$ cat src/sv/wrms_pkg.sv
// shared types and constants for the windowed rms and offset block
`default_nettype none

package wrms_pkg;

    localparam int LEN_W          = 13;
    localparam int SAMPLE_W       = 16;
    localparam int RESULT_W       = 16;
    localparam int MIN_WINDOW     = 16;
    localparam logic [LEN_W-1:0] RESET_LENGTH = 13'd800;

    // integer square root of the mean square, which never exceeds 2^30
    localparam int ROOT_RAD_W     = 32;
    localparam int ROOT_W         = 16;
    localparam int ROOT_STEPS     = ROOT_RAD_W / 2;
    localparam int ROOT_REM_W     = ROOT_W + 4;

    localparam int QUEUE_DEPTH    = 2;
    localparam int QPTR_W         = $clog2(QUEUE_DEPTH);
    localparam int QFILL_W        = $clog2(QUEUE_DEPTH + 1);

    typedef struct packed {
        logic full;
        logic empty;
    } q_status_t;

endpackage

`default_nettype wire

$ cat src/sv/windowed_rms_and_offset.sv
// windowed rms and dc offset: top level
//
// sample channel: sample_valid/sample_ready carry one signed 16-bit sample per
// transaction; a sample is taken every cycle while sample_ready is high.
// result channel: result_valid/result_ready carry rms_value and dc_offset, one
// transaction per closed window.
// cfg_write_en with window_length writes the window size (clamped to 16 up to
// MAX_WINDOW); it resets to 800.
// a closed window goes into a two-entry queue; the back end pops it when
// idle, runs two bit-serial restoring divisions side by side over one
// divisor, then the two-bit-per-cycle root, and loads the result register
// from its finish state.
// while the result register waits for result_ready the back end holds its
// finished result and the accumulator keeps taking samples; sample_ready drops
// only when a window closes while the queue is full.
// reset clears the sums, the count, the queue and the result register.
`default_nettype none

module windowed_rms_and_offset #(
    parameter int MAX_WINDOW = 4096
) (
    input  wire logic                                 clk,
    input  wire logic                                 rst_n,
    input  wire logic                                 cfg_write_en,
    input  wire logic [wrms_pkg::LEN_W-1:0]           window_length,
    input  wire logic                                 sample_valid,
    output logic                                      sample_ready,
    input  wire logic signed [wrms_pkg::SAMPLE_W-1:0] sample,
    output logic                                      result_valid,
    input  wire logic                                 result_ready,
    output logic [wrms_pkg::RESULT_W-1:0]             rms_value,
    output logic signed [wrms_pkg::RESULT_W-1:0]      dc_offset
);
    import wrms_pkg::*;

    localparam int CNT_W = $clog2(MAX_WINDOW) + 1;
    localparam int SQ_W  = 31 + $clog2(MAX_WINDOW);
    localparam int SUM_W = 17 + $clog2(MAX_WINDOW);
    localparam int JOB_W = SQ_W + SUM_W + CNT_W;

    logic                    push;
    logic                    pop;
    q_status_t               q_status;
    logic [SQ_W-1:0]         in_sq;
    logic signed [SUM_W-1:0] in_sum;
    logic [CNT_W-1:0]        in_n;
    logic [JOB_W-1:0]        head;
    logic [SQ_W-1:0]         out_sq;
    logic signed [SUM_W-1:0] out_sum;
    logic [CNT_W-1:0]        out_n;

    wrms_front #(
        .MAX_WINDOW (MAX_WINDOW)
    ) u_front (
        .clk           (clk),
        .rst_n         (rst_n),
        .cfg_write_en  (cfg_write_en),
        .window_length (window_length),
        .sample_valid  (sample_valid),
        .sample_ready  (sample_ready),
        .sample        (sample),
        .q_status      (q_status),
        .push          (push),
        .job_sq        (in_sq),
        .job_sum       (in_sum),
        .job_n         (in_n)
    );

    wrms_queue #(
        .WIDTH (JOB_W)
    ) u_queue (
        .clk       (clk),
        .rst_n     (rst_n),
        .push      (push),
        .push_data ({in_sq, in_sum, in_n}),
        .pop       (pop),
        .pop_data  (head),
        .status    (q_status)
    );

    assign out_sq  = head[JOB_W-1 -: SQ_W];
    assign out_sum = $signed(head[CNT_W +: SUM_W]);
    assign out_n   = head[CNT_W-1:0];

    wrms_back #(
        .MAX_WINDOW (MAX_WINDOW)
    ) u_back (
        .clk          (clk),
        .rst_n        (rst_n),
        .q_status     (q_status),
        .pop          (pop),
        .job_sq       (out_sq),
        .job_sum      (out_sum),
        .job_n        (out_n),
        .result_valid (result_valid),
        .result_ready (result_ready),
        .rms_value    (rms_value),
        .dc_offset    (dc_offset)
    );

endmodule

`default_nettype wire

$ cat src/sv/wrms_front.sv
// sample accumulator: sums of squares and values, window close detection
`default_nettype none

module wrms_front #(
    parameter int MAX_WINDOW = 4096
) (
    input  wire logic                                     clk,
    input  wire logic                                     rst_n,
    input  wire logic                                     cfg_write_en,
    input  wire logic [wrms_pkg::LEN_W-1:0]               window_length,
    input  wire logic                                     sample_valid,
    output logic                                          sample_ready,
    input  wire logic signed [wrms_pkg::SAMPLE_W-1:0]     sample,
    input  wire wrms_pkg::q_status_t                      q_status,
    output logic                                          push,
    output logic [31+$clog2(MAX_WINDOW)-1:0]              job_sq,
    output logic signed [17+$clog2(MAX_WINDOW)-1:0]       job_sum,
    output logic [$clog2(MAX_WINDOW)+1-1:0]               job_n
);
    import wrms_pkg::*;

    localparam int CNT_W = $clog2(MAX_WINDOW) + 1;
    localparam int SQ_W  = 31 + $clog2(MAX_WINDOW);
    localparam int SUM_W = 17 + $clog2(MAX_WINDOW);
    localparam int CMP_W = (CNT_W > LEN_W) ? CNT_W : LEN_W;
    localparam logic [CMP_W-1:0] MAX_C = CMP_W'(MAX_WINDOW);
    localparam logic [CMP_W-1:0] MIN_C = CMP_W'(MIN_WINDOW);

    logic [LEN_W-1:0]        window_length_reg;
    logic [SQ_W-1:0]         sq_reg;
    logic signed [SUM_W-1:0] sum_reg;
    logic [CNT_W-1:0]        count_reg;

    logic [CMP_W-1:0]        len_ext;
    logic [CMP_W-1:0]        eff_len;
    logic [CNT_W-1:0]        cnt_inc;
    logic                    closing;
    logic                    accept;
    logic signed [31:0]      prod;
    logic [SQ_W-1:0]         sq_total;
    logic signed [SUM_W-1:0] sum_total;

    always_ff @(posedge clk or negedge rst_n)
    begin
        if (!rst_n)
        begin
            window_length_reg <= RESET_LENGTH;
        end
        else if (cfg_write_en)
        begin
            window_length_reg <= window_length;
        end
    end

    // clamp the programmed length into the supported range
    always_comb
    begin
        len_ext = CMP_W'(window_length_reg);
        if (len_ext < MIN_C)
            eff_len = MIN_C;
        else if (len_ext > MAX_C)
            eff_len = MAX_C;
        else
            eff_len = len_ext;
    end

    assign cnt_inc      = CNT_W'(count_reg + 1'b1);
    assign closing      = CMP_W'(cnt_inc) >= eff_len;
    assign sample_ready = !(closing && q_status.full);
    assign accept       = sample_valid && sample_ready;

    assign prod      = sample * sample;
    assign sq_total  = sq_reg + SQ_W'(prod[30:0]);
    assign sum_total = sum_reg + SUM_W'(sample);

    assign push    = accept && closing;
    assign job_sq  = sq_total;
    assign job_sum = sum_total;
    assign job_n   = cnt_inc;

    always_ff @(posedge clk or negedge rst_n)
    begin
        if (!rst_n)
        begin
            sq_reg    <= '0;
            sum_reg   <= '0;
            count_reg <= '0;
        end
        else if (accept)
        begin
            if (closing)
            begin
                sq_reg    <= '0;
                sum_reg   <= '0;
                count_reg <= '0;
            end
            else
            begin
                sq_reg    <= sq_total;
                sum_reg   <= sum_total;
                count_reg <= cnt_inc;
            end
        end
    end

    a_no_push_when_full: assert property (@(posedge clk) disable iff (!rst_n)
        push |-> !q_status.full)
        else $error("window pushed into a full queue");

    a_count_in_range: assert property (@(posedge clk) disable iff (!rst_n)
        CMP_W'(count_reg) < MAX_C)
        else $error("sample count reached the maximum window");

    a_close_clears: assert property (@(posedge clk) disable iff (!rst_n)
        push |=> (count_reg == '0))
        else $error("count not cleared after window close");

endmodule

`default_nettype wire

$ cat src/sv/wrms_queue.sv
// short queue of closed windows between the accumulator and the divider
`default_nettype none

module wrms_queue #(
    parameter int WIDTH = 85
) (
    input  wire logic             clk,
    input  wire logic             rst_n,
    input  wire logic             push,
    input  wire logic [WIDTH-1:0] push_data,
    input  wire logic             pop,
    output logic [WIDTH-1:0]      pop_data,
    output wrms_pkg::q_status_t   status
);
    import wrms_pkg::*;

    logic [WIDTH-1:0]   mem_reg [QUEUE_DEPTH];
    logic [QPTR_W-1:0]  wr_ptr_reg;
    logic [QPTR_W-1:0]  rd_ptr_reg;
    logic [QFILL_W-1:0] fill_reg;

    assign status.full  = fill_reg == QFILL_W'(QUEUE_DEPTH);
    assign status.empty = fill_reg == '0;
    assign pop_data     = mem_reg[rd_ptr_reg];

    always_ff @(posedge clk)
    begin
        if (push)
        begin
            mem_reg[wr_ptr_reg] <= push_data;
        end
    end

    always_ff @(posedge clk or negedge rst_n)
    begin
        if (!rst_n)
        begin
            wr_ptr_reg <= '0;
            rd_ptr_reg <= '0;
            fill_reg   <= '0;
        end
        else
        begin
            if (push)
                wr_ptr_reg <= QPTR_W'(wr_ptr_reg + 1'b1);
            if (pop)
                rd_ptr_reg <= QPTR_W'(rd_ptr_reg + 1'b1);
            if (push && !pop)
                fill_reg <= QFILL_W'(fill_reg + 1'b1);
            else if (pop && !push)
                fill_reg <= QFILL_W'(fill_reg - 1'b1);
        end
    end

    a_no_pop_empty: assert property (@(posedge clk) disable iff (!rst_n)
        pop |-> !status.empty)
        else $error("queue popped while empty");

    a_no_overflow: assert property (@(posedge clk) disable iff (!rst_n)
        (push && !pop) |-> !status.full)
        else $error("queue written while full");

endmodule

`default_nettype wire

$ cat src/sv/wrms_back.sv
// divider and square root sequencer with the result register
`default_nettype none

module wrms_back #(
    parameter int MAX_WINDOW = 4096
) (
    input  wire logic                                     clk,
    input  wire logic                                     rst_n,
    input  wire wrms_pkg::q_status_t                      q_status,
    output logic                                          pop,
    input  wire logic [31+$clog2(MAX_WINDOW)-1:0]         job_sq,
    input  wire logic signed [17+$clog2(MAX_WINDOW)-1:0]  job_sum,
    input  wire logic [$clog2(MAX_WINDOW)+1-1:0]          job_n,
    output logic                                          result_valid,
    input  wire logic                                     result_ready,
    output logic [wrms_pkg::RESULT_W-1:0]                 rms_value,
    output logic signed [wrms_pkg::RESULT_W-1:0]          dc_offset
);
    import wrms_pkg::*;

    localparam int CNT_W  = $clog2(MAX_WINDOW) + 1;
    localparam int SQ_W   = 31 + $clog2(MAX_WINDOW);
    localparam int SUM_W  = 17 + $clog2(MAX_WINDOW);
    localparam int STEP_W = $clog2(SQ_W);

    typedef enum logic [1:0] {
        S_IDLE,
        S_DIV,
        S_ROOT,
        S_DONE
    } state_t;

    state_t                  state_reg;
    logic [STEP_W-1:0]       step_reg;
    logic [CNT_W-1:0]        n_reg;
    logic [SQ_W-1:0]         sq_dvd_reg;
    logic [CNT_W-1:0]        sq_rem_reg;
    logic [SQ_W-1:0]         mg_dvd_reg;
    logic [CNT_W-1:0]        mg_rem_reg;
    logic                    neg_reg;
    logic [RESULT_W-1:0]     mean_reg;
    logic [ROOT_RAD_W-1:0]   rad_reg;
    logic [ROOT_REM_W-1:0]   srem_reg;
    logic [ROOT_W-1:0]       root_reg;
    logic                    result_valid_reg;
    logic [RESULT_W-1:0]     rms_reg;
    logic [RESULT_W-1:0]     dc_reg;

    logic [SUM_W-1:0]        job_mag;
    logic [CNT_W:0]          sq_trial;
    logic                    sq_ge;
    logic [CNT_W-1:0]        sq_rem_next;
    logic [SQ_W-1:0]         sq_dvd_next;
    logic [CNT_W:0]          mg_trial;
    logic                    mg_ge;
    logic [CNT_W-1:0]        mg_rem_next;
    logic [SQ_W-1:0]         mg_dvd_next;
    logic [ROOT_REM_W-1:0]   s_cand;
    logic [ROOT_REM_W-1:0]   s_trial;
    logic                    s_ge;
    logic [ROOT_REM_W-1:0]   srem_next;
    logic [ROOT_W-1:0]       root_next;
    logic [RESULT_W-1:0]     mean_mag;
    logic                    out_free;

    assign job_mag = job_sum[SUM_W-1] ? SUM_W'(-job_sum) : SUM_W'(job_sum);
    assign pop     = (state_reg == S_IDLE) && !q_status.empty;

    // restoring division, one quotient bit of each dividend per cycle
    always_comb
    begin
        sq_trial    = {sq_rem_reg, sq_dvd_reg[SQ_W-1]};
        sq_ge       = sq_trial >= {1'b0, n_reg};
        sq_rem_next = sq_ge ? CNT_W'(sq_trial - {1'b0, n_reg}) : sq_trial[CNT_W-1:0];
        sq_dvd_next = {sq_dvd_reg[SQ_W-2:0], sq_ge};

        mg_trial    = {mg_rem_reg, mg_dvd_reg[SQ_W-1]};
        mg_ge       = mg_trial >= {1'b0, n_reg};
        mg_rem_next = mg_ge ? CNT_W'(mg_trial - {1'b0, n_reg}) : mg_trial[CNT_W-1:0];
        mg_dvd_next = {mg_dvd_reg[SQ_W-2:0], mg_ge};
    end

    // digit by digit square root, two radicand bits per cycle
    always_comb
    begin
        s_cand    = {srem_reg[ROOT_REM_W-3:0], rad_reg[ROOT_RAD_W-1 -: 2]};
        s_trial   = {2'b00, root_reg, 2'b01};
        s_ge      = s_cand >= s_trial;
        srem_next = s_ge ? ROOT_REM_W'(s_cand - s_trial) : s_cand;
        root_next = {root_reg[ROOT_W-2:0], s_ge};
    end

    assign mean_mag = mg_dvd_next[RESULT_W-1:0];
    assign out_free = !result_valid_reg || result_ready;

    always_ff @(posedge clk or negedge rst_n)
    begin
        if (!rst_n)
        begin
            state_reg        <= S_IDLE;
            step_reg         <= '0;
            n_reg            <= '0;
            sq_dvd_reg       <= '0;
            sq_rem_reg       <= '0;
            mg_dvd_reg       <= '0;
            mg_rem_reg       <= '0;
            neg_reg          <= 1'b0;
            mean_reg         <= '0;
            rad_reg          <= '0;
            srem_reg         <= '0;
            root_reg         <= '0;
            result_valid_reg <= 1'b0;
            rms_reg          <= '0;
            dc_reg           <= '0;
        end
        else
        begin
            // the finish state loads the result register itself
            if (result_valid_reg && result_ready && (state_reg != S_DONE))
                result_valid_reg <= 1'b0;

            unique case (state_reg)
                S_IDLE:
                begin
                    if (pop)
                    begin
                        n_reg      <= job_n;
                        sq_dvd_reg <= job_sq;
                        sq_rem_reg <= '0;
                        mg_dvd_reg <= SQ_W'(job_mag);
                        mg_rem_reg <= '0;
                        neg_reg    <= job_sum[SUM_W-1];
                        step_reg   <= STEP_W'(SQ_W - 1);
                        state_reg  <= S_DIV;
                    end
                end
                S_DIV:
                begin
                    sq_dvd_reg <= sq_dvd_next;
                    sq_rem_reg <= sq_rem_next;
                    mg_dvd_reg <= mg_dvd_next;
                    mg_rem_reg <= mg_rem_next;
                    if (step_reg == '0)
                    begin
                        rad_reg   <= sq_dvd_next[ROOT_RAD_W-1:0];
                        mean_reg  <= neg_reg ? RESULT_W'(-mean_mag) : mean_mag;
                        srem_reg  <= '0;
                        root_reg  <= '0;
                        step_reg  <= STEP_W'(ROOT_STEPS - 1);
                        state_reg <= S_ROOT;
                    end
                    else
                    begin
                        step_reg <= STEP_W'(step_reg - 1'b1);
                    end
                end
                S_ROOT:
                begin
                    rad_reg  <= {rad_reg[ROOT_RAD_W-3:0], 2'b00};
                    srem_reg <= srem_next;
                    root_reg <= root_next;
                    if (step_reg == '0)
                        state_reg <= S_DONE;
                    else
                        step_reg <= STEP_W'(step_reg - 1'b1);
                end
                S_DONE:
                begin
                    if (out_free)
                    begin
                        rms_reg          <= root_reg;
                        dc_reg           <= mean_reg;
                        result_valid_reg <= 1'b1;
                        state_reg        <= S_IDLE;
                    end
                end
                default:
                begin
                    state_reg <= S_IDLE;
                end
            endcase
        end
    end

    assign result_valid = result_valid_reg;
    assign rms_value    = rms_reg;
    assign dc_offset    = dc_reg;

    a_pop_starts_div: assert property (@(posedge clk) disable iff (!rst_n)
        pop |=> (state_reg == S_DIV))
        else $error("job popped but division did not start");

    a_hold_when_blocked: assert property (@(posedge clk) disable iff (!rst_n)
        (state_reg == S_DONE && result_valid_reg && !result_ready)
            |=> (state_reg == S_DONE))
        else $error("result overwritten while the receiver stalls");

    a_result_from_done: assert property (@(posedge clk) disable iff (!rst_n)
        $rose(result_valid_reg) |-> ($past(state_reg) == S_DONE))
        else $error("result raised outside the finish state");

endmodule

`default_nettype wire

$ cat config.mk
export PLATFORM = sky130hd
export DESIGN_NAME = windowed_rms_and_offset
export DESIGN_NICKNAME = d
export VERILOG_FILES = /design/src/sv/wrms_pkg.sv /design/src/sv/windowed_rms_and_offset.sv /design/src/sv/wrms_front.sv /design/src/sv/wrms_queue.sv /design/src/sv/wrms_back.sv
export SDC_FILE = /design/constraint.sdc
export NUM_CORES = 2
export LEC_CHECK = 0
export ABC_AREA = 1
export BUFFER_PORTS_ARGS = -buffer_cell sky130_fd_sc_hd__buf_2
export CAP_MARGIN = 10
export CELL_PAD_IN_SITES_DETAIL_PLACEMENT = 0
export CELL_PAD_IN_SITES_GLOBAL_PLACEMENT = 1
export CORE_ASPECT_RATIO = 0.75
export CORE_UTILIZATION = 50
export DETAILED_ROUTE_END_ITERATION = 10
export GPL_ROUTABILITY_DRIVEN = 0
export PLACE_DENSITY = 0.87
export SYNTH_ARGS = -nofsm -noshare
export SYNTH_HDL_FRONTEND = slang
export SYNTH_HIERARCHICAL = 1
export SYNTH_SLANG_ARGS = --single-unit
$ cat constraint.sdc
create_clock -name clk -period 7.46 [get_ports clk]
set_clock_uncertainty 0.05 [all_clocks]
set_input_delay 0.373 -clock clk [delete_from_list [all_inputs] [get_ports clk]]
set_output_delay 0.373 -clock clk [all_outputs]
set_load 0.05 [all_outputs]
### Word-level counts from Yosys, hierarchy flattened

Memories as Yosys holds them, arrays and structs flattened.
Cells that the tools add are included.
Widths: inputs -> output; s select.

* flip-flop bits (word level): 351
* RAM bits: 170
* input port bits: 34
* output and inout bits: 34
* logic and storage cells: 120
* memories kept: 1

* add/subtract/negate cells: 13
* multipliers: 1
* $lt $le $gt $ge: 6
* equality and inequality tests: 10
* muxes and demuxes: 39
* reduce and logical (&&, ||, !) cells: 28

Memory list
* u_queue.mem_reg: depth 2, width 85, read ports 1, clocked after memory_dff 0, wr ports 1, RTL line wrms_queue.sv:17 `logic [WIDTH-1:0] mem_reg [QUEUE_DEPTH];`

Operators with widths (count)
* $pmux 43 s2: 2
* $mux 43: 3
* $mux 13: 6
* $pmux 32 s2: 1
* $mux 29: 2
* $pmux 13 s2: 2
* $add 43x31->43: 1
* $mux 18: 2
* $pmux 18 s2: 1
* $mux 16: 2
* $mux 32: 1
* $pmux 16 s2: 1
* $mul 16x16->31: 1
* $add 29x16->29: 1
* $neg 29->29: 1
* $ge 14x13->1: 2
* $sub 13x13->13: 2
* $ge 20x18->1: 1
* $mux 6: 3
* $pmux 6 s3: 1
* $sub 18x18->18: 1
* $neg 16->16: 1
* $add 13x1->13 const B: 1
* $ge 13x13->1: 1
* 23 further kinds: 57

### Logic depth before layout (Yosys ltp)

* depth in word-level cells: 12
* gate-level depth with buffers: 40
* gate-level depth less buffers: 38

### By module

Netlist, hierarchy kept.

By module, submodules not included
* wrms_front: instances 1, cells an instance 2643, area an instance 18479.0 um^2, seq. area each 2456.1 um^2
* wrms_back: instances 1, cells an instance 1759, area an instance 13974.7 um^2, seq. area each 6231.0 um^2
* wrms_queue: instances 1, cells an instance 290, area an instance 6545.0 um^2, seq. area each 5205.0 um^2

### Worst setup path after synthesis

OpenSTA, ideal clock, no wires.

* path kind: input to register
* start: input port sample[15] (netlist bit)
* end: memory u_queue.mem_reg[0][75] (data pin)
* setup time: 0.258 ns
* arrival: 7.012 ns
* data required time: 7.152 ns
* path slack: 0.140 ns
* stages on the path: 32
* buffers on the path: 2
* path through: clkbuf_1 buf_1 nand2_1 fa_1 fa_1 inv_1 fa_1 inv_1 fa_1 inv_1 fa_1 inv_1 fa_1 inv_1 ha_1 a21oi_1 o21ai_0 a21oi_1 o21ai_0 a21oi_1 nand2_1 nand2_1 nand2_1 ha_1 nand2_1 nor2_2 nand2_1 nor3_1 nand3_1 nand3_1 nand2_1 and2_1

* longest elaborated chain between the ends: 2

RTL lines
* from (decl): RTL line windowed_rms_and_offset.sv:28 `input wire logic signed [wrms_pkg::SAMPLE_W-1:0] sample,`
* $mul 16x16->31: RTL line wrms_front.sv:72 `assign prod = sample * sample;`
* $add 43x31->43: RTL line wrms_front.sv:73 `assign sq_total = sq_reg + SQ_W'(prod[30:0]);`
* named net in_sq[33]: RTL line windowed_rms_and_offset.sv:44 `logic [SQ_W-1:0] in_sq;`
* to (decl): RTL line wrms_queue.sv:17

The timed path passes the listed nets, and every way through them passes these cells.

### Final worst setup path

* start: input port sample[1] (netlist bit)
* end: memory u_queue.mem_reg[1][63] (data pin)

Same word-level chain as after synthesis.

==> results by group <==
Logic synthesis
  • Top-area cell type share of the netlist area: 22.3%
  • Register area share after synthesis: 35.6%
  • Ys Warns: 6
  • Post-synthesis area per instance: 8.31 µm²
  • Most common cell in the netlist: nand2_1
  • #FFs+latches synth: 521
  • Leading area contributor after synthesis: dfrtp_1
  • Post-Syn Area: 39000 µm²
  • Number of flops mapped to enable cells by yosys: 170
  • Synth cell count leaders: nand2_1 (1240), inv_1 (815), dfrtp_1 (348), nor2_1 (269), o21ai_0 (261)
  • Cells after Synth: 4692
  • Syn_nets: 5173
  • Synth unique cells: 61
  • Ys async rst share: 67.4%
  • Synth Flop Type: dfrtp_1
  • Synth top area cells: dfrtp_1 (22%), edfxtp_1 (13%), nand2_1 (12%)

Layout
  • Register Area: around 14000 µm²
  • Post-route insts no fill: about 5900
  • # diodes: 0
  • Post-layout nets: approximately 5300
  • Core Util, Final: a little under three fifths
  • Layout cells sized above 1: 9.12%
  • Number of flip-flops under the largest register name: 170
  • Syn-to-layout area delta: 9.78%
  • Layout fillers: around 7100
  • Multi-input gate area: 21400 µm²

Timing
  • Slew Viols, Final: 0
  • Min cycle time layout: 7020 ps
  • Unrepaired setup endpoints after global routing: no
  • Fin crit share: 94.1%
  • Max_slew headroom: around 28%
  • Final number of setup-violating endpoints: 0
  • Fmax: 0.142 GHz
  • Worst slew pin tran: 1070 ps
  • Hold Fails Final Rpt: 0

GRT
  • Largest net degree at the start of global routing: approximately 120
  • First-pass GRT wire length: 158000 µm
  • Number of global-route vias before repair: 29400
  • Initial antenna violation count: 0
  • GRT Total Usage: 24.8%
  • Gr ovfl total: 0

Clock tree
  • Total CTS buffers: 53
  • Latest clock arrival within the worst-skew pair: 620 ps
  • H-tree Lvls: 2
  • Clk root buf: clkbuf_16
  • CTS tree: yes
  • Max clock buf depth: 3
  • Clock transition at path regs: 60 ps
  • Clk sinks: 521

Worst setup path
  • CP arrival: 7350 ps
  • Startpoint types: primary input
  • CP max stage delay: ~530 ps
  • CP required: 7790 ps
  • Critical path's slowest cell: fa_1
  • Crit path kind: in -> reg
  • CP Capture Type: flip-flop
  • Max FO, Critical Path: 9
  • Most frequent CP cell: inv_1

Route
  • Via count: 30600
  • Vias/cell: 5.20
  • Post-Route WL: 96500 µm
  • Post-route DRC violation count: 0
  • Drt wl/cell: 16.4 µm
  • DR iter-0 viols: around 2500
  • Initial DRT Pass Iterations: 6
  • Antenna Nets Post-Route: 0

Die
  • Die area: slightly below 80000 µm²
  • Die width: 324 µm
  • Core Area: 77100 µm²
  • IO Pins: 68
  • FP Rows: 88
  • Starting density of the core: between 50% and 60%
  • Die height: between 200 and 250 µm

Place
  • IO buf count: 67
  • DP Cell Count: ~5800
  • HPWL after DPL: 74000 µm

Status
  • Status: finished, final reports clean

Hold path
  • Hold WC Path Type: in -> reg

Flow run
  • Max-Cap Viols: 0
-- routing by layer --
| layer | track usage [%] | vias up | part of all wire (%) |
|---|---|---|---|
| li1 | - | 15200 | - |
| met3 | 3.63 | 103 | 6.7 |
| met4 | 5.48 | 0 | 1.8 |
| met1 | 40.3 | 14500 | 52 |
| met5 | 0 | - | 0 |
| met2 | 34.2 | 829 | 39 |
-- worst max-delay path: cells and delay by family --
family	cells	cell delay [ps]
AO/OA/AOI/OAI	2	340
XOR/XNOR	1	230
adder cells (fa/ha/maj)	8	3550
AND/OR/NAND/NOR	11	1720
buffers and inverters	9	1140
-- cell type report --
type                       count  share of cell area [%]
sequential                   521                    32.5
inverter                     823                    7.22
tap                         1035                    3.02
clock inverter                30                   0.701
multi-input combinational   3209                    49.9
clock buffer                  70                    3.46
timing repair buffer         195                    3.23
-- cells by family (layout without fill, tap and decap cells) --
family	after synthesis	count (layout)	synth area share [%]
and+or+nand+nor	1866	1866	19.8
xor gates and xnor gates	144	144	3.29
muxes	103	103	3.36
buffers and inverters	962	1118	9.73
adders and majority gates	447	447	18.8
DFF	521	521	35.6
AOI/OAI and AO/OA	649	649	9.42
-- layout by cell type, fill, tap and decap left out, types with 17 or more instances in the layout --
cell type     n
nand2_1    1239
inv_1       814
dfrtp_1     347
nor2_1      268
o21ai_0     261
fa_1        230
ha_1        215
a21oi_1     189
nand3_1     178
edfxtp_1    170
buf_4       110
xor2_1       98
o211ai_1     72
buf_2        66
mux2_2       63
clkbuf_16    54
nand4_1      50
xnor2_1      42
mux2_4       40
o22ai_1      35
nor3_1       32
and2_1       30
a31oi_1      20
o21bai_1     19
clkinv_2     17
-- per-stage QoR --
stage               hold slack, ps  TNS (ps)  area [µm²]  setup WS (ps)
global route                   101         0       42800           29.1
global placement               407      -623       40900           -171
detailed placement             413     -1080       40900           -182
floorplan                     27.4         0       39000            140
CTS                           52.8         0       42800            495
finish                        80.1         0       42800            437
-- path summary, 6_finish.rpt --
| check | from | to | slack (ps) | cells past startpoint |
|---|---|---|---|---|
| worst max register to register | u_front/count_reg[0] | u_queue/mem_reg[1][55] | 2940 | 18 |
| worst max-delay path | sample[1] | u_queue/mem_reg[1][63] | 440 | 31 |
| worst min-delay path | sample_valid | u_front/count_reg[2] | 80 | 4 |
| worst min register to register | u_back/rms_value[12] | u_back/rms_value[12] | 430 | 2 |
| max in group asynchronous | rst_n | u_queue/rd_ptr_reg | 5480 | 3 |
| min in group asynchronous | rst_n | u_back/rms_value[12] | 350 | 2 |
-- repair_timing --
action | CTS | global route
hold buffers | 15 | 0
setup endpoints to repair | 0 | 4
resized for setup | 0 | 2
endpoints found under the hold margin | 117 | 0
setup buffers | 0 | 0
Power is left out: the tool's default activity adds up to more than one toggle a clock period on the data nets, which glitch-free logic cannot reach.
